## src/rtl/core/pdwd_pkg.sv

```systemverilog
// Shared types and constants for the wall-distance PD motor drive.
package pdwd_pkg;

   localparam int DIST_W    = 12;
   localparam int GAIN_W    = 16;
   localparam int LIMIT_W   = 10;
   localparam int FLOOR_W   = 8;
   localparam int ERR_W     = 13;
   localparam int DIFF_W    = 14;
   localparam int CTRL_W    = 11;
   localparam int PWM_W     = 9;
   localparam int DUTY_W    = 8;
   localparam int ACC_W     = 32;
   localparam int SCALE_SH  = 8;
   localparam int PWM_CLAMP = 255;

   // shared multiplier operand widths (signed)
   localparam int MUL_A_W   = GAIN_W + 1;
   localparam int MUL_B_W   = DIFF_W;
   localparam int MUL_P_W   = MUL_A_W + MUL_B_W;

   localparam int CSR_IDX_W  = 3;
   localparam int CSR_DATA_W = 16;

   localparam logic [CSR_IDX_W-1:0] REG_SETPOINT   = 3'd0;
   localparam logic [CSR_IDX_W-1:0] REG_GAIN_P     = 3'd1;
   localparam logic [CSR_IDX_W-1:0] REG_GAIN_D     = 3'd2;
   localparam logic [CSR_IDX_W-1:0] REG_CTRL_LIMIT = 3'd3;
   localparam logic [CSR_IDX_W-1:0] REG_LEFT_FWD   = 3'd4;
   localparam logic [CSR_IDX_W-1:0] REG_LEFT_REV   = 3'd5;
   localparam logic [CSR_IDX_W-1:0] REG_RIGHT_FWD  = 3'd6;
   localparam logic [CSR_IDX_W-1:0] REG_RIGHT_REV  = 3'd7;

   localparam logic [DIST_W-1:0]  RST_SETPOINT   = 12'd0;
   localparam logic [GAIN_W-1:0]  RST_GAIN_P     = 16'd384;
   localparam logic [GAIN_W-1:0]  RST_GAIN_D     = 16'd1024;
   localparam logic [LIMIT_W-1:0] RST_CTRL_LIMIT = 10'd500;
   localparam logic [FLOOR_W-1:0] RST_LEFT_FWD   = 8'd55;
   localparam logic [FLOOR_W-1:0] RST_LEFT_REV   = 8'd30;
   localparam logic [FLOOR_W-1:0] RST_RIGHT_FWD  = 8'd28;
   localparam logic [FLOOR_W-1:0] RST_RIGHT_REV  = 8'd28;

   localparam logic OP_STEP = 1'b0;
   localparam logic OP_STOP = 1'b1;

   localparam logic WHEEL_LEFT  = 1'b0;
   localparam logic WHEEL_RIGHT = 1'b1;

   typedef enum logic [3:0] {
      ST_IDLE,
      ST_MUL_P,
      ST_MUL_D,
      ST_SCALE,
      ST_MAP_MUL,
      ST_MAP_ABS,
      ST_DIV,
      ST_MAP_FIN,
      ST_FINISH
   } state_type;

endpackage

```

## src/rtl/core/pdwd_req_if.sv

```systemverilog
// Sample channel: op and distance with valid/ready.
interface pdwd_req_if;
   logic                          valid;
   logic                          ready;
   logic                          op;
   logic [pdwd_pkg::DIST_W-1:0]   distance;

   modport source (output valid, output op, output distance, input ready);
   modport sink   (input valid, input op, input distance, output ready);
endinterface

```

## src/rtl/core/pdwd_rsp_if.sv

```systemverilog
// Drive result channel: control value, wheel PWMs and pin duties with valid/ready.
interface pdwd_rsp_if;
   logic                                valid;
   logic                                ready;
   logic signed [pdwd_pkg::CTRL_W-1:0]  control_value;
   logic signed [pdwd_pkg::PWM_W-1:0]   left_drive;
   logic signed [pdwd_pkg::PWM_W-1:0]   right_drive;
   logic [pdwd_pkg::DUTY_W-1:0]         left_fwd_duty;
   logic [pdwd_pkg::DUTY_W-1:0]         left_rev_duty;
   logic [pdwd_pkg::DUTY_W-1:0]         right_fwd_duty;
   logic [pdwd_pkg::DUTY_W-1:0]         right_rev_duty;

   modport source (output valid, output control_value, output left_drive, output right_drive,
                   output left_fwd_duty, output left_rev_duty, output right_fwd_duty,
                   output right_rev_duty, input ready);
   modport sink   (input valid, input control_value, input left_drive, input right_drive,
                   input left_fwd_duty, input left_rev_duty, input right_fwd_duty,
                   input right_rev_duty, output ready);
endinterface

```

## src/rtl/core/pd_wall_distance_motor_drive.sv

```systemverilog
// PD wall-distance controller with dead-band-compensated two-wheel PWM drive.
//
// Usage: each transfer on req_chan carries an op and a distance sample. A step op
// forms error = distance - setpoint, computes the Q8.8 PD sum, truncates it toward
// zero, clamps it to +/- min(ctrl_limit, MAP_SPAN) and maps it onto a signed PWM and
// a pair of pin duties per wheel. A stop op returns all zeros and keeps the stored
// error. Each transfer yields exactly one transfer on rsp_chan.
// Datapath: one shared multiplier is stepped by a sequencer. It forms both PD products,
// the map product of each wheel and, as a multiply by a fixed reciprocal, the divide
// by MAP_SPAN. A step op runs the PD sum and clamp (MUL_P, MUL_D, SCALE), then per
// wheel the product, magnitude, reciprocal multiply, and offset and saturation
// (MAP_MUL, MAP_ABS, DIV, MAP_FIN), then loads the output register (FINISH). A stop op
// goes straight to FINISH. req_chan.ready is high only while no sample is in work, so a
// new sample is accepted only once the last one has been loaded into the output register.
// rsp_chan is driven from an output register: a finished result may wait there
// while the next sample is accepted; a stalled receiver holds the block only when
// the next result is ready to be written.
// Reset (synchronous, active high) loads the register defaults, clears the stored
// error and empties the output register. csr_* writes take effect at the next edge,
// so they belong between samples while the block is idle.
module pd_wall_distance_motor_drive #(
   parameter int MAP_SPAN = 1000,
   parameter int PWM_FULL = 255
) (
   input  logic                               clock,
   input  logic                               reset,
   pdwd_req_if.sink                           req_chan,
   pdwd_rsp_if.source                         rsp_chan,
   input  logic                               csr_we,
   input  logic [pdwd_pkg::CSR_IDX_W-1:0]     csr_index,
   input  logic [pdwd_pkg::CSR_DATA_W-1:0]    csr_wdata
);

   localparam int SPAN_W  = $clog2(MAP_SPAN + 1);
   localparam int FMAG    = (PWM_FULL > pdwd_pkg::PWM_CLAMP) ? PWM_FULL : pdwd_pkg::PWM_CLAMP;
   localparam int FMAG_W  = $clog2(FMAG + 1);
   localparam int FAC_W   = FMAG_W + 1;
   localparam int PROD_W  = SPAN_W + FMAG_W;
   localparam int Q_W     = PROD_W + 1;
   localparam int PW_W    = Q_W + 1;
   localparam int ACC_W   = pdwd_pkg::ACC_W;
   localparam int CTRL_W  = pdwd_pkg::CTRL_W;
   localparam int ERR_W   = pdwd_pkg::ERR_W;
   localparam int DIFF_W  = pdwd_pkg::DIFF_W;
   localparam int PWM_W   = pdwd_pkg::PWM_W;
   localparam int DUTY_W  = pdwd_pkg::DUTY_W;
   localparam int FLOOR_W = pdwd_pkg::FLOOR_W;
   localparam int LIMIT_W = pdwd_pkg::LIMIT_W;
   // x / MAP_SPAN == (x * RECIP_M) >> RECIP_SH for every x below 2**PROD_W
   localparam int RECIP_SH = PROD_W + SPAN_W;
   localparam int M_W      = PROD_W + 2;
   localparam longint unsigned RECIP_L =
      ((64'd1 << RECIP_SH) + 64'(MAP_SPAN) - 64'd1) / 64'(MAP_SPAN);
   localparam logic [M_W-1:0] RECIP_M = M_W'(RECIP_L);
   localparam int MUL_A_W = (pdwd_pkg::MUL_A_W > PROD_W + 1) ? pdwd_pkg::MUL_A_W : PROD_W + 1;
   localparam int MUL_B_W = (pdwd_pkg::MUL_B_W > M_W + 1) ? pdwd_pkg::MUL_B_W : M_W + 1;
   localparam int MUL_P_W = MUL_A_W + MUL_B_W;

   // config registers
   logic [pdwd_pkg::DIST_W-1:0]  setpoint_ff;
   logic [pdwd_pkg::GAIN_W-1:0]  gain_p_ff;
   logic [pdwd_pkg::GAIN_W-1:0]  gain_d_ff;
   logic [LIMIT_W-1:0]           ctrl_limit_ff;
   logic [FLOOR_W-1:0]           left_fwd_ff;
   logic [FLOOR_W-1:0]           left_rev_ff;
   logic [FLOOR_W-1:0]           right_fwd_ff;
   logic [FLOOR_W-1:0]           right_rev_ff;

   // control state
   pdwd_pkg::state_type          state_ff, state_in;
   logic signed [ERR_W-1:0]      last_err_ff, last_err_in;
   logic                         rsp_valid_ff, rsp_valid_in;

   // datapath
   logic                         stop_ff, stop_in;
   logic signed [ERR_W-1:0]      err_ff, err_in;
   logic signed [DIFF_W-1:0]     diff_ff, diff_in;
   logic signed [ACC_W-1:0]      acc_ff, acc_in;
   logic signed [CTRL_W-1:0]     ctrl_ff, ctrl_in;
   logic                         wheel_ff, wheel_in;
   logic                         neg_ff, neg_in;
   logic [PROD_W-1:0]            quo_ff, quo_in;
   logic signed [PWM_W-1:0]      lpwm_ff, lpwm_in;
   logic signed [PWM_W-1:0]      rpwm_ff, rpwm_in;

   // output register
   logic signed [CTRL_W-1:0]     rsp_ctrl_ff, rsp_ctrl_in;
   logic signed [PWM_W-1:0]      rsp_lpwm_ff, rsp_lpwm_in;
   logic signed [PWM_W-1:0]      rsp_rpwm_ff, rsp_rpwm_in;
   logic [DUTY_W-1:0]            rsp_lfwd_ff, rsp_lfwd_in;
   logic [DUTY_W-1:0]            rsp_lrev_ff, rsp_lrev_in;
   logic [DUTY_W-1:0]            rsp_rfwd_ff, rsp_rfwd_in;
   logic [DUTY_W-1:0]            rsp_rrev_ff, rsp_rrev_in;

   // combinational helpers
   logic                         req_xfer;
   logic                         rsp_load;
   logic                         ctrl_pos;
   logic [FLOOR_W-1:0]           fwd_sel;
   logic [FLOOR_W-1:0]           rev_sel;
   logic [FLOOR_W-1:0]           floor_sel;
   logic signed [DIFF_W-1:0]     ctrl_wide;
   logic [SPAN_W-1:0]            map_opnd;
   logic signed [FAC_W-1:0]      map_fac;
   logic signed [MUL_A_W-1:0]    mul_a;
   logic signed [MUL_B_W-1:0]    mul_b;
   logic signed [MUL_P_W-1:0]    mul_p;
   logic signed [ACC_W-1:0]      mul_ext;
   logic signed [ACC_W-1:0]      acc_mag;
   logic signed [ACC_W-1:0]      biased;
   logic signed [ACC_W-1:0]      scaled;
   logic signed [ACC_W-1:0]      lim_pos;
   logic [LIMIT_W-1:0]           lim;
   logic signed [Q_W-1:0]        q_signed;
   logic signed [PW_W-1:0]       pwm_raw;
   logic signed [PWM_W-1:0]      pwm_sat;

   assign req_xfer = req_chan.valid && req_chan.ready;
   assign req_chan.ready = (state_ff == pdwd_pkg::ST_IDLE);

   // wheel and sign dependent mapping operands
   assign ctrl_pos  = !ctrl_ff[CTRL_W-1];
   assign fwd_sel   = (wheel_ff == pdwd_pkg::WHEEL_RIGHT) ? right_fwd_ff : left_fwd_ff;
   assign rev_sel   = (wheel_ff == pdwd_pkg::WHEEL_RIGHT) ? right_rev_ff : left_rev_ff;
   assign floor_sel = ctrl_pos ? fwd_sel : rev_sel;
   assign ctrl_wide = {{(DIFF_W-CTRL_W){ctrl_ff[CTRL_W-1]}}, ctrl_ff};
   // control magnitude is bounded by MAP_SPAN, so the truncation is lossless
   assign map_opnd  = ctrl_pos ? SPAN_W'(ctrl_wide)
                               : SPAN_W'(ctrl_wide + DIFF_W'(MAP_SPAN));
   assign map_fac   = $signed(FAC_W'(PWM_FULL))
                      - $signed({{(FAC_W-FLOOR_W){1'b0}}, floor_sel});

   // shared multiplier
   always_comb begin
      unique case (state_ff)
         pdwd_pkg::ST_MUL_P: begin
            mul_a = $signed(MUL_A_W'(gain_p_ff));
            mul_b = MUL_B_W'(err_ff);
         end
         pdwd_pkg::ST_MUL_D: begin
            mul_a = $signed(MUL_A_W'(gain_d_ff));
            mul_b = MUL_B_W'(diff_ff);
         end
         pdwd_pkg::ST_DIV: begin
            mul_a = $signed(MUL_A_W'(quo_ff));
            mul_b = $signed(MUL_B_W'(RECIP_M));
         end
         default: begin
            mul_a = $signed(MUL_A_W'(map_opnd));
            mul_b = MUL_B_W'(map_fac);
         end
      endcase
   end

   assign mul_p   = mul_a * mul_b;
   // PD and map products fit the accumulator
   assign mul_ext = ACC_W'(mul_p);

   // divide by 256, truncating toward zero
   assign biased  = acc_ff + (acc_ff[ACC_W-1] ? ACC_W'(255) : ACC_W'(0));
   assign scaled  = biased >>> pdwd_pkg::SCALE_SH;
   assign lim     = (ctrl_limit_ff > LIMIT_W'(MAP_SPAN) && MAP_SPAN < 1024)
                    ? LIMIT_W'(MAP_SPAN) : ctrl_limit_ff;
   assign lim_pos = $signed({{(ACC_W-LIMIT_W){1'b0}}, lim});

   assign acc_mag = acc_ff[ACC_W-1] ? -acc_ff : acc_ff;

   assign q_signed = neg_ff ? -$signed({1'b0, quo_ff}) : $signed({1'b0, quo_ff});
   always_comb begin
      if (ctrl_pos) begin
         pwm_raw = PW_W'(q_signed) + $signed({{(PW_W-FLOOR_W){1'b0}}, floor_sel});
      end else begin
         pwm_raw = PW_W'(q_signed) - $signed(PW_W'(PWM_FULL));
      end
      priority if (pwm_raw > $signed(PW_W'(pdwd_pkg::PWM_CLAMP))) begin
         pwm_sat = PWM_W'(pdwd_pkg::PWM_CLAMP);
      end else if (pwm_raw < -$signed(PW_W'(pdwd_pkg::PWM_CLAMP))) begin
         pwm_sat = -$signed(PWM_W'(pdwd_pkg::PWM_CLAMP));
      end else begin
         pwm_sat = PWM_W'(pwm_raw);
      end
   end

   // sequencer
   always_comb begin
      state_in     = state_ff;
      last_err_in  = last_err_ff;
      stop_in      = stop_ff;
      err_in       = err_ff;
      diff_in      = diff_ff;
      acc_in       = acc_ff;
      ctrl_in      = ctrl_ff;
      wheel_in     = wheel_ff;
      neg_in       = neg_ff;
      quo_in       = quo_ff;
      lpwm_in      = lpwm_ff;
      rpwm_in      = rpwm_ff;
      rsp_load     = 1'b0;

      unique case (state_ff)
         pdwd_pkg::ST_IDLE: begin
            if (req_xfer) begin
               stop_in = (req_chan.op == pdwd_pkg::OP_STOP);
               err_in  = $signed({1'b0, req_chan.distance}) - $signed({1'b0, setpoint_ff});
               state_in = (req_chan.op == pdwd_pkg::OP_STOP) ? pdwd_pkg::ST_FINISH
                                                             : pdwd_pkg::ST_MUL_P;
            end
         end
         pdwd_pkg::ST_MUL_P: begin
            acc_in   = mul_ext;
            diff_in  = $signed({err_ff[ERR_W-1], err_ff})
                       - $signed({last_err_ff[ERR_W-1], last_err_ff});
            state_in = pdwd_pkg::ST_MUL_D;
         end
         pdwd_pkg::ST_MUL_D: begin
            acc_in   = acc_ff + mul_ext;
            state_in = pdwd_pkg::ST_SCALE;
         end
         pdwd_pkg::ST_SCALE: begin
            priority if (scaled >= lim_pos) begin
               ctrl_in = CTRL_W'(lim_pos);
            end else if (scaled <= -lim_pos) begin
               ctrl_in = CTRL_W'(-lim_pos);
            end else begin
               ctrl_in = CTRL_W'(scaled);
            end
            last_err_in = err_ff;
            wheel_in    = pdwd_pkg::WHEEL_LEFT;
            state_in    = pdwd_pkg::ST_MAP_MUL;
         end
         pdwd_pkg::ST_MAP_MUL: begin
            acc_in   = mul_ext;
            state_in = pdwd_pkg::ST_MAP_ABS;
         end
         pdwd_pkg::ST_MAP_ABS: begin
            neg_in   = acc_ff[ACC_W-1];
            quo_in   = PROD_W'(acc_mag);
            state_in = pdwd_pkg::ST_DIV;
         end
         pdwd_pkg::ST_DIV: begin
            // magnitude / MAP_SPAN by reciprocal multiply, exact over the product range
            quo_in   = PROD_W'(mul_p >>> RECIP_SH);
            state_in = pdwd_pkg::ST_MAP_FIN;
         end
         pdwd_pkg::ST_MAP_FIN: begin
            if (wheel_ff == pdwd_pkg::WHEEL_RIGHT) begin
               rpwm_in  = pwm_sat;
               state_in = pdwd_pkg::ST_FINISH;
            end else begin
               lpwm_in  = pwm_sat;
               wheel_in = pdwd_pkg::WHEEL_RIGHT;
               state_in = pdwd_pkg::ST_MAP_MUL;
            end
         end
         pdwd_pkg::ST_FINISH: begin
            if (!rsp_valid_ff || rsp_chan.ready) begin
               rsp_load = 1'b1;
               state_in = pdwd_pkg::ST_IDLE;
            end
         end
         default: begin
            state_in = pdwd_pkg::ST_IDLE;
         end
      endcase
   end

   // output register contents
   always_comb begin
      rsp_valid_in = rsp_load || (rsp_valid_ff && !rsp_chan.ready);
      rsp_ctrl_in  = rsp_ctrl_ff;
      rsp_lpwm_in  = rsp_lpwm_ff;
      rsp_rpwm_in  = rsp_rpwm_ff;
      rsp_lfwd_in  = rsp_lfwd_ff;
      rsp_lrev_in  = rsp_lrev_ff;
      rsp_rfwd_in  = rsp_rfwd_ff;
      rsp_rrev_in  = rsp_rrev_ff;
      if (rsp_load) begin
         if (stop_ff) begin
            rsp_ctrl_in = '0;
            rsp_lpwm_in = '0;
            rsp_rpwm_in = '0;
            rsp_lfwd_in = '0;
            rsp_lrev_in = '0;
            rsp_rfwd_in = '0;
            rsp_rrev_in = '0;
         end else begin
            rsp_ctrl_in = ctrl_ff;
            rsp_lpwm_in = lpwm_ff;
            rsp_rpwm_in = rpwm_ff;
            rsp_lfwd_in = lpwm_ff[PWM_W-1] ? '0 : DUTY_W'(lpwm_ff);
            rsp_lrev_in = lpwm_ff[PWM_W-1] ? DUTY_W'(-lpwm_ff) : '0;
            rsp_rfwd_in = rpwm_ff[PWM_W-1] ? '0 : DUTY_W'(rpwm_ff);
            rsp_rrev_in = rpwm_ff[PWM_W-1] ? DUTY_W'(-rpwm_ff) : '0;
         end
      end
   end

   always_ff @(posedge clock) begin
      if (reset) begin
         state_ff      <= pdwd_pkg::ST_IDLE;
         last_err_ff   <= '0;
         rsp_valid_ff  <= 1'b0;
         setpoint_ff   <= pdwd_pkg::RST_SETPOINT;
         gain_p_ff     <= pdwd_pkg::RST_GAIN_P;
         gain_d_ff     <= pdwd_pkg::RST_GAIN_D;
         ctrl_limit_ff <= pdwd_pkg::RST_CTRL_LIMIT;
         left_fwd_ff   <= pdwd_pkg::RST_LEFT_FWD;
         left_rev_ff   <= pdwd_pkg::RST_LEFT_REV;
         right_fwd_ff  <= pdwd_pkg::RST_RIGHT_FWD;
         right_rev_ff  <= pdwd_pkg::RST_RIGHT_REV;
      end else begin
         state_ff     <= state_in;
         last_err_ff  <= last_err_in;
         rsp_valid_ff <= rsp_valid_in;
         if (csr_we) begin
            unique case (csr_index)
               pdwd_pkg::REG_SETPOINT:   setpoint_ff   <= csr_wdata[pdwd_pkg::DIST_W-1:0];
               pdwd_pkg::REG_GAIN_P:     gain_p_ff     <= csr_wdata[pdwd_pkg::GAIN_W-1:0];
               pdwd_pkg::REG_GAIN_D:     gain_d_ff     <= csr_wdata[pdwd_pkg::GAIN_W-1:0];
               pdwd_pkg::REG_CTRL_LIMIT: ctrl_limit_ff <= csr_wdata[LIMIT_W-1:0];
               pdwd_pkg::REG_LEFT_FWD:   left_fwd_ff   <= csr_wdata[FLOOR_W-1:0];
               pdwd_pkg::REG_LEFT_REV:   left_rev_ff   <= csr_wdata[FLOOR_W-1:0];
               pdwd_pkg::REG_RIGHT_FWD:  right_fwd_ff  <= csr_wdata[FLOOR_W-1:0];
               pdwd_pkg::REG_RIGHT_REV:  right_rev_ff  <= csr_wdata[FLOOR_W-1:0];
            endcase
         end
      end
   end

   always_ff @(posedge clock) begin
      stop_ff     <= stop_in;
      err_ff      <= err_in;
      diff_ff     <= diff_in;
      acc_ff      <= acc_in;
      ctrl_ff     <= ctrl_in;
      wheel_ff    <= wheel_in;
      neg_ff      <= neg_in;
      quo_ff      <= quo_in;
      lpwm_ff     <= lpwm_in;
      rpwm_ff     <= rpwm_in;
      rsp_ctrl_ff <= rsp_ctrl_in;
      rsp_lpwm_ff <= rsp_lpwm_in;
      rsp_rpwm_ff <= rsp_rpwm_in;
      rsp_lfwd_ff <= rsp_lfwd_in;
      rsp_lrev_ff <= rsp_lrev_in;
      rsp_rfwd_ff <= rsp_rfwd_in;
      rsp_rrev_ff <= rsp_rrev_in;
   end

   assign rsp_chan.valid          = rsp_valid_ff;
   assign rsp_chan.control_value  = rsp_ctrl_ff;
   assign rsp_chan.left_drive     = rsp_lpwm_ff;
   assign rsp_chan.right_drive    = rsp_rpwm_ff;
   assign rsp_chan.left_fwd_duty  = rsp_lfwd_ff;
   assign rsp_chan.left_rev_duty  = rsp_lrev_ff;
   assign rsp_chan.right_fwd_duty = rsp_rfwd_ff;
   assign rsp_chan.right_rev_duty = rsp_rrev_ff;

   // a sample in work blocks further transfers
   a_busy_after_accept: assert property (@(posedge clock) disable iff (reset)
      req_xfer |=> !req_chan.ready)
      else $error("sample accepted while another is in work");

   // map quotient never exceeds the full-scale factor
   a_quo_bound: assert property (@(posedge clock) disable iff (reset)
      (state_ff == pdwd_pkg::ST_MAP_FIN) |-> (quo_ff <= PROD_W'(FMAG)))
      else $error("map quotient out of range");

   // only one pin per wheel is driven
   a_duty_exclusive: assert property (@(posedge clock) disable iff (reset)
      rsp_valid_ff |-> ((rsp_lfwd_ff == '0 || rsp_lrev_ff == '0)
                        && (rsp_rfwd_ff == '0 || rsp_rrev_ff == '0)))
      else $error("forward and reverse duty both nonzero");

   // saturated PWM never reaches the most negative code
   a_pwm_saturated: assert property (@(posedge clock) disable iff (reset)
      rsp_valid_ff |-> (rsp_lpwm_ff != {1'b1, {(PWM_W-1){1'b0}}}
                        && rsp_rpwm_ff != {1'b1, {(PWM_W-1){1'b0}}}))
      else $error("PWM outside saturation range");

endmodule
```

## src/flat_wrapper.sv

```systemverilog
// flat-port wrapper written by rule: the top's interface ports become plain ports
module pd_wall_distance_motor_drive_flat 
#(
   parameter int MAP_SPAN = 1000,
   parameter int PWM_FULL = 255
)
  (clock, reset, csr_we, csr_index, csr_wdata, req_chan_valid, req_chan_op, req_chan_distance, req_chan_ready, rsp_chan_valid, rsp_chan_control_value, rsp_chan_left_drive, rsp_chan_right_drive, rsp_chan_left_fwd_duty, rsp_chan_left_rev_duty, rsp_chan_right_fwd_duty, rsp_chan_right_rev_duty, rsp_chan_ready);
  pdwd_req_if req_chan_i ();
  pdwd_rsp_if rsp_chan_i ();
  input  logic clock;
  input  logic reset;
  input  logic csr_we;
  input  logic [pdwd_pkg::CSR_IDX_W-1:0] csr_index;
  input  logic [pdwd_pkg::CSR_DATA_W-1:0] csr_wdata;
  input wire logic [$bits(req_chan_i.valid)-1:0] req_chan_valid;
  input wire logic [$bits(req_chan_i.op)-1:0] req_chan_op;
  input wire logic [$bits(req_chan_i.distance)-1:0] req_chan_distance;
  output wire logic [$bits(req_chan_i.ready)-1:0] req_chan_ready;
  output wire logic [$bits(rsp_chan_i.valid)-1:0] rsp_chan_valid;
  output wire logic [$bits(rsp_chan_i.control_value)-1:0] rsp_chan_control_value;
  output wire logic [$bits(rsp_chan_i.left_drive)-1:0] rsp_chan_left_drive;
  output wire logic [$bits(rsp_chan_i.right_drive)-1:0] rsp_chan_right_drive;
  output wire logic [$bits(rsp_chan_i.left_fwd_duty)-1:0] rsp_chan_left_fwd_duty;
  output wire logic [$bits(rsp_chan_i.left_rev_duty)-1:0] rsp_chan_left_rev_duty;
  output wire logic [$bits(rsp_chan_i.right_fwd_duty)-1:0] rsp_chan_right_fwd_duty;
  output wire logic [$bits(rsp_chan_i.right_rev_duty)-1:0] rsp_chan_right_rev_duty;
  input wire logic [$bits(rsp_chan_i.ready)-1:0] rsp_chan_ready;
  assign req_chan_i.valid = req_chan_valid;
  assign req_chan_i.op = req_chan_op;
  assign req_chan_i.distance = req_chan_distance;
  assign req_chan_ready = req_chan_i.ready;
  assign rsp_chan_valid = rsp_chan_i.valid;
  assign rsp_chan_control_value = rsp_chan_i.control_value;
  assign rsp_chan_left_drive = rsp_chan_i.left_drive;
  assign rsp_chan_right_drive = rsp_chan_i.right_drive;
  assign rsp_chan_left_fwd_duty = rsp_chan_i.left_fwd_duty;
  assign rsp_chan_left_rev_duty = rsp_chan_i.left_rev_duty;
  assign rsp_chan_right_fwd_duty = rsp_chan_i.right_fwd_duty;
  assign rsp_chan_right_rev_duty = rsp_chan_i.right_rev_duty;
  assign rsp_chan_i.ready = rsp_chan_ready;
  pd_wall_distance_motor_drive #(.MAP_SPAN(MAP_SPAN), .PWM_FULL(PWM_FULL)) u_core (.clock(clock), .reset(reset), .req_chan(req_chan_i), .rsp_chan(rsp_chan_i), .csr_we(csr_we), .csr_index(csr_index), .csr_wdata(csr_wdata));
endmodule
```

## config.mk

```make
export PLATFORM = sky130hd
export DESIGN_NAME = pd_wall_distance_motor_drive_flat
export DESIGN_NICKNAME = d
export VERILOG_FILES = /design/src/rtl/core/pdwd_pkg.sv /design/src/rtl/core/pdwd_req_if.sv /design/src/rtl/core/pdwd_rsp_if.sv /design/src/rtl/core/pd_wall_distance_motor_drive.sv /design/src/flat_wrapper.sv
export SDC_FILE = /design/constraint.sdc
export NUM_CORES = 2
export LEC_CHECK = 0
export ABC_CLOCK_PERIOD_IN_PS = 18400
export BUFFER_PORTS_ARGS = -buffer_cell sky130_fd_sc_hd__buf_4
export CAP_MARGIN = 5
export CORE_ASPECT_RATIO = 0.75
export CORE_MARGIN = 3
export CORE_UTILIZATION = 30
export CTS_CLUSTER_DIAMETER = 80
export DETAILED_ROUTE_END_ITERATION = 7
export GPL_TIMING_DRIVEN = 0
export SYNTH_ARGS = -nofsm -noshare
export SYNTH_HDL_FRONTEND = slang
export SYNTH_SLANG_ARGS = --single-unit
export TNS_END_PERCENT = 50
```

## constraint.sdc

```tcl
create_clock -name clock -period 18.4 [get_ports clock]
set_clock_uncertainty 0.15 [all_clocks]
set_input_delay 3.68 -clock clock [delete_from_list [all_inputs] [get_ports clock]]
set_output_delay 3.68 -clock clock [all_outputs]
set_load 0.05 [all_outputs]
```

==> impl_results.html <==
<table>
<tr><th>Metric</th><th>Value</th></tr>
<tr><th colspan="2">Worst setup path</th></tr>
<tr><td>Slowest Stage Delay on Critical Path</td><td>0.89 ns</td></tr>
<tr><td>Worst Path Required</td><td>18.59 ns</td></tr>
<tr><td>CP Data Arrival Time</td><td>~12 ns</td></tr>
<tr><td>Endpoint type of the worst setup path</td><td>flop</td></tr>
<tr><td>CP Class</td><td>flop to flop</td></tr>
<tr><td>Library cell contributing the largest single delay on the critical path</td><td>sky130_fd_sc_hd__clkbuf_1</td></tr>
<tr><td>Top cell by count, worst path</td><td>sky130_fd_sc_hd__fa_1</td></tr>
<tr><td>Crit start category</td><td>flop</td></tr>
<tr><td>Largest fanout of any net on the critical path</td><td>23</td></tr>
<tr><th colspan="2">Synthesis</th></tr>
<tr><td>Ys async rst share</td><td>0</td></tr>
<tr><td>Number of enable-type register cells in the synthesized netlist</td><td>170</td></tr>
<tr><td>Share of synthesized area occupied by flip-flops and latches</td><td>0.238</td></tr>
<tr><td>Number of cells produced by synthesis</td><td>3,341</td></tr>
<tr><td>Prevailing post-synth register cell</td><td>sky130_fd_sc_hd__edfxtp_1</td></tr>
<tr><td>Mean Syn Cell Area</td><td>9.03 um^2</td></tr>
<tr><td>Register bit count reported by yosys</td><td>between 200 and 300</td></tr>
<tr><td>Cell area after synthesis</td><td>approximately 30,000 um^2</td></tr>
<tr><td>Yosys warnings</td><td>0</td></tr>
<tr><td>Post-synthesis cell type count</td><td>80</td></tr>
<tr><th colspan="2">Timing</th></tr>
<tr><td>Number of slew-limit violations in the final report</td><td>0</td></tr>
<tr><td>RSZ-0062 raised after global routing</td><td>false</td></tr>
<tr><td>Final hold slack</td><td>0.302 ns</td></tr>
<tr><td>Time the final worst path needs with I/O delays and setup</td><td>11.93 ns</td></tr>
<tr><td>Rel. slew slack</td><td>0.0730</td></tr>
<tr><td>Achievable Freq</td><td>roughly 0.084 GHz</td></tr>
<tr><td>Final hold violation count</td><td>0</td></tr>
<tr><td>Endpoints failing setup</td><td>0</td></tr>
<tr><td>Final period util</td><td>0.648</td></tr>
<tr><td>Measured slew at the worst slew-check pin</td><td>about 1.4 ns</td></tr>
<tr><td>Post-route setup TNS</td><td>0 ns</td></tr>
<tr><th colspan="2">Worst hold path</th></tr>
<tr><td>Class of the tightest hold or removal check</td><td>flop to flop</td></tr>
<tr><th colspan="2">Floorplanning</th></tr>
<tr><td>Die extent in y</td><td>281 um</td></tr>
<tr><td>Area enclosed by the die boundary</td><td>104,000 um^2</td></tr>
<tr><td>Core Region</td><td>99,500 um^2</td></tr>
<tr><td>I/O pin count</td><td>100</td></tr>
<tr><td>Initial core utilization</td><td>0.303</td></tr>
<tr><td>Horizontal die dimension</td><td>372 um</td></tr>
<tr><td>Number of placement rows</td><td>100</td></tr>
<tr><th colspan="2">CTS</th></tr>
<tr><td>Clock tree from TritonCTS</td><td>built</td></tr>
<tr><td>Worst-Skew Late Latency</td><td>0.61 ns</td></tr>
<tr><td>Buffer type at the clock tree root</td><td>sky130_fd_sc_hd__clkbuf_16</td></tr>
<tr><td>Post-CTS repair timing setup buffer count</td><td>0</td></tr>
<tr><td>Post-cts gate resize count</td><td>0</td></tr>
<tr><td>Number of buffers between clock root and the deepest sink</td><td>3</td></tr>
<tr><td>Total of hold buffers inserted after clock tree synthesis</td><td>0</td></tr>
<tr><td>TritonCTS buffer count</td><td>31</td></tr>
<tr><td>CTS sink cnt</td><td>between 200 and 300</td></tr>
<tr><td>Deepest level of the CTS H-tree</td><td>1</td></tr>
<tr><td>Clock transition at the registers of the reported paths</td><td>0.07 ns</td></tr>
<tr><th colspan="2">Layout</th></tr>
<tr><td>Fraction of layout instances using a drive strength above 1</td><td>0.0608</td></tr>
<tr><td>Area taken by flip-flops and latches</td><td>7190 um^2</td></tr>
<tr><td>Final cell utilization of the core</td><td>0.339</td></tr>
<tr><td>Area occupied by multi-input gates</td><td>20,600 um^2</td></tr>
<tr><td>Net count, final</td><td>4,121</td></tr>
<tr><td>Area growth from synthesis to layout</td><td>11.9%</td></tr>
<tr><td>Design Area, Final</td><td>around 34,000 um^2</td></tr>
<tr><td>Fill cell count</td><td>10,293</td></tr>
<tr><th colspan="2">Placed design</th></tr>
<tr><td>IO Port Bufs</td><td>90</td></tr>
<tr><td>Cell Area, Placed</td><td>around 33,000 um^2</td></tr>
<tr><td>Post-DP HPWL</td><td>75.5 mm</td></tr>
<tr><td>Final estimated routing congestion in global placement</td><td>0.930</td></tr>
<tr><th colspan="2">Global route</th></tr>
<tr><td>Vias in the first global route</td><td>23,138</td></tr>
<tr><td>Number of antenna violations at the first check in global routing</td><td>1</td></tr>
<tr><td>Global-route wire length before repair</td><td>140 mm</td></tr>
<tr><td>Largest net degree at the start of global routing</td><td>36</td></tr>
<tr><td>Global Route Usage Sum</td><td>0.173</td></tr>
<tr><td>Total overflow reported by the global router</td><td>0</td></tr>
<tr><th colspan="2">Status</th></tr>
<tr><td>Result of the run</td><td>complete, no violations</td></tr>
<tr><th colspan="2">Drt</th></tr>
<tr><td>Final antenna-violating net count</td><td>0</td></tr>
<tr><td>Average detailed-routed wire length per instance</td><td>18.8 um</td></tr>
<tr><td>Violation count after the first detailed-route iteration</td><td>approximately 2,400</td></tr>
<tr><td>WL final</td><td>91.2 mm</td></tr>
<tr><td>DRC violations left</td><td>0</td></tr>
<tr><td>DR vias</td><td>24,337</td></tr>
<tr><td>Detailed Routing Iterations Pass 1</td><td>5</td></tr>
<tr><td>Ratio of routed vias to standard cells</td><td>~5</td></tr>
<tr><th colspan="2">Run</th></tr>
<tr><td>Max Cap Viol</td><td>0</td></tr>
</table>
state kept, by name (all words and copies together) (netlist names), 11 cells and up:
name / cells
u_core.diff_ff: 14
u_core.gain_p_ff: 16
u_core.gain_d_ff: 16
u_core.ctrl_ff: 11
u_core.quo_ff: 18
u_core.setpoint_ff: 12
u_core.last_err_ff: 13
u_core.acc_ff: 32
u_core.rsp_chan.control_value: 11
u_core.err_ff: 13
kinds of logic (layout without fill, tap and decap cells):
logic type	Yosys count	count (layout)	synth area share
xor+xnor	184	184	0.0534
mux	50	50	0.0207
fa+ha+maj	591	591	0.333
simple gates	1048	1048	0.159
compound gates	547	547	0.113
other cells	2	24	0.000249
buf+inv	645	801	0.0815
flops	274	274	0.238
per-stage QoR:
stage | instances | setup WS [ns]
finish | 4845 | 6.47
floorplan | 3362 | 9.06
global route | 4844 | 5.80
global placement | 4778 | 6.38
detailed placement | 4784 | 6.64
CTS | 4842 | 6.63
cell type report:
| class | instances | share of cell area |
|---|---|---|
| diodes | 1 | 0.0000741 |
| flip-flops and latches | 274 | 0.213 |
| repair buffers | 98 | 0.0226 |
| inverters | 533 | 0.0593 |
| well taps | 1326 | 0.0491 |
| plain buffers | 112 | 0.0135 |
| multi-input cells | 2443 | 0.611 |
| clock inverters | 24 | 0.00789 |
| clock buffers | 34 | 0.0233 |
critical path: cells and delay by family, from the launching register on:
kind,cells,cell delay [ns]
flip-flops,1,0.30
XOR/XNOR,2,0.69
adder cells (fa/ha/maj),8,3.66
buffers and inverters,9,2.58
AO/OA/AOI/OAI,11,2.86
AND/OR/NAND/NOR,7,1.38
Yosys cell counts (29+ instances only):
master                     instances  area [um^2]
sky130_fd_sc_hd__ha_1            236         2950
sky130_fd_sc_hd__clkbuf_1         89          334
sky130_fd_sc_hd__nor2b_1          57          357
sky130_fd_sc_hd__edfxtp_1        170         5100
sky130_fd_sc_hd__nor2_1          318         1190
sky130_fd_sc_hd__inv_1           532         2000
sky130_fd_sc_hd__a21oi_1         185          926
sky130_fd_sc_hd__nor3_1           45          225
sky130_fd_sc_hd__nand2b_1         32          200
sky130_fd_sc_hd__mux2i_1          34          340
sky130_fd_sc_hd__a21o_1           42          315
sky130_fd_sc_hd__xor2_1           70          613
sky130_fd_sc_hd__dfxtp_1         104         2080
sky130_fd_sc_hd__xnor2_1         114          998
sky130_fd_sc_hd__fa_1            355         7110
sky130_fd_sc_hd__nand3_1          29          145
sky130_fd_sc_hd__nand2_1         382         1430
sky130_fd_sc_hd__o21ai_0         119          596
final timing paths:
kind / from / to / slack, ns / depth (start not counted)
min reg2reg: u_core.last_err_ff[9]$_SDFFE_PP0P_ / u_core.last_err_ff[9]$_SDFFE_PP0P_ / 0.30 / 2
max: u_core.state_ff[0]$_SDFFE_PP0P_ / u_core.acc_ff[29]$_DFFE_PP_ / 6.47 / 37
max reg2reg: u_core.state_ff[0]$_SDFFE_PP0P_ / u_core.acc_ff[29]$_DFFE_PP_ / 6.47 / 37
min: u_core.last_err_ff[9]$_SDFFE_PP0P_ / u_core.last_err_ff[9]$_SDFFE_PP0P_ / 0.30 / 2
cells in the final DEF (no fill, tap or decap), types with 31 or more instances in the layout:
master                        n
sky130_fd_sc_hd__fa_1       355
sky130_fd_sc_hd__a21oi_1    185
sky130_fd_sc_hd__nand2_1    382
sky130_fd_sc_hd__clkbuf_16   31
sky130_fd_sc_hd__nor2_1     318
sky130_fd_sc_hd__buf_4       91
sky130_fd_sc_hd__inv_1      532
sky130_fd_sc_hd__o21ai_0    118
sky130_fd_sc_hd__nor2b_1     56
sky130_fd_sc_hd__xor2_1      70
sky130_fd_sc_hd__nand2b_1    32
sky130_fd_sc_hd__nor3_1      44
sky130_fd_sc_hd__dfxtp_1    104
sky130_fd_sc_hd__mux2i_1     34
sky130_fd_sc_hd__ha_1       236
sky130_fd_sc_hd__xnor2_1    114
sky130_fd_sc_hd__clkbuf_1    92
sky130_fd_sc_hd__a21o_1      42
sky130_fd_sc_hd__edfxtp_1   170
layer usage:
layer | track usage | wire [um]
met2 | 0.241 | 36800
met1 | 0.270 | 43800
met3 | 0.0422 | 8910
met5 | 0 | 0
met4 | 0.0297 | 1720
Power is not shown: default switching activity piles up to over one toggle a cycle in this logic, so the estimate is an artifact.
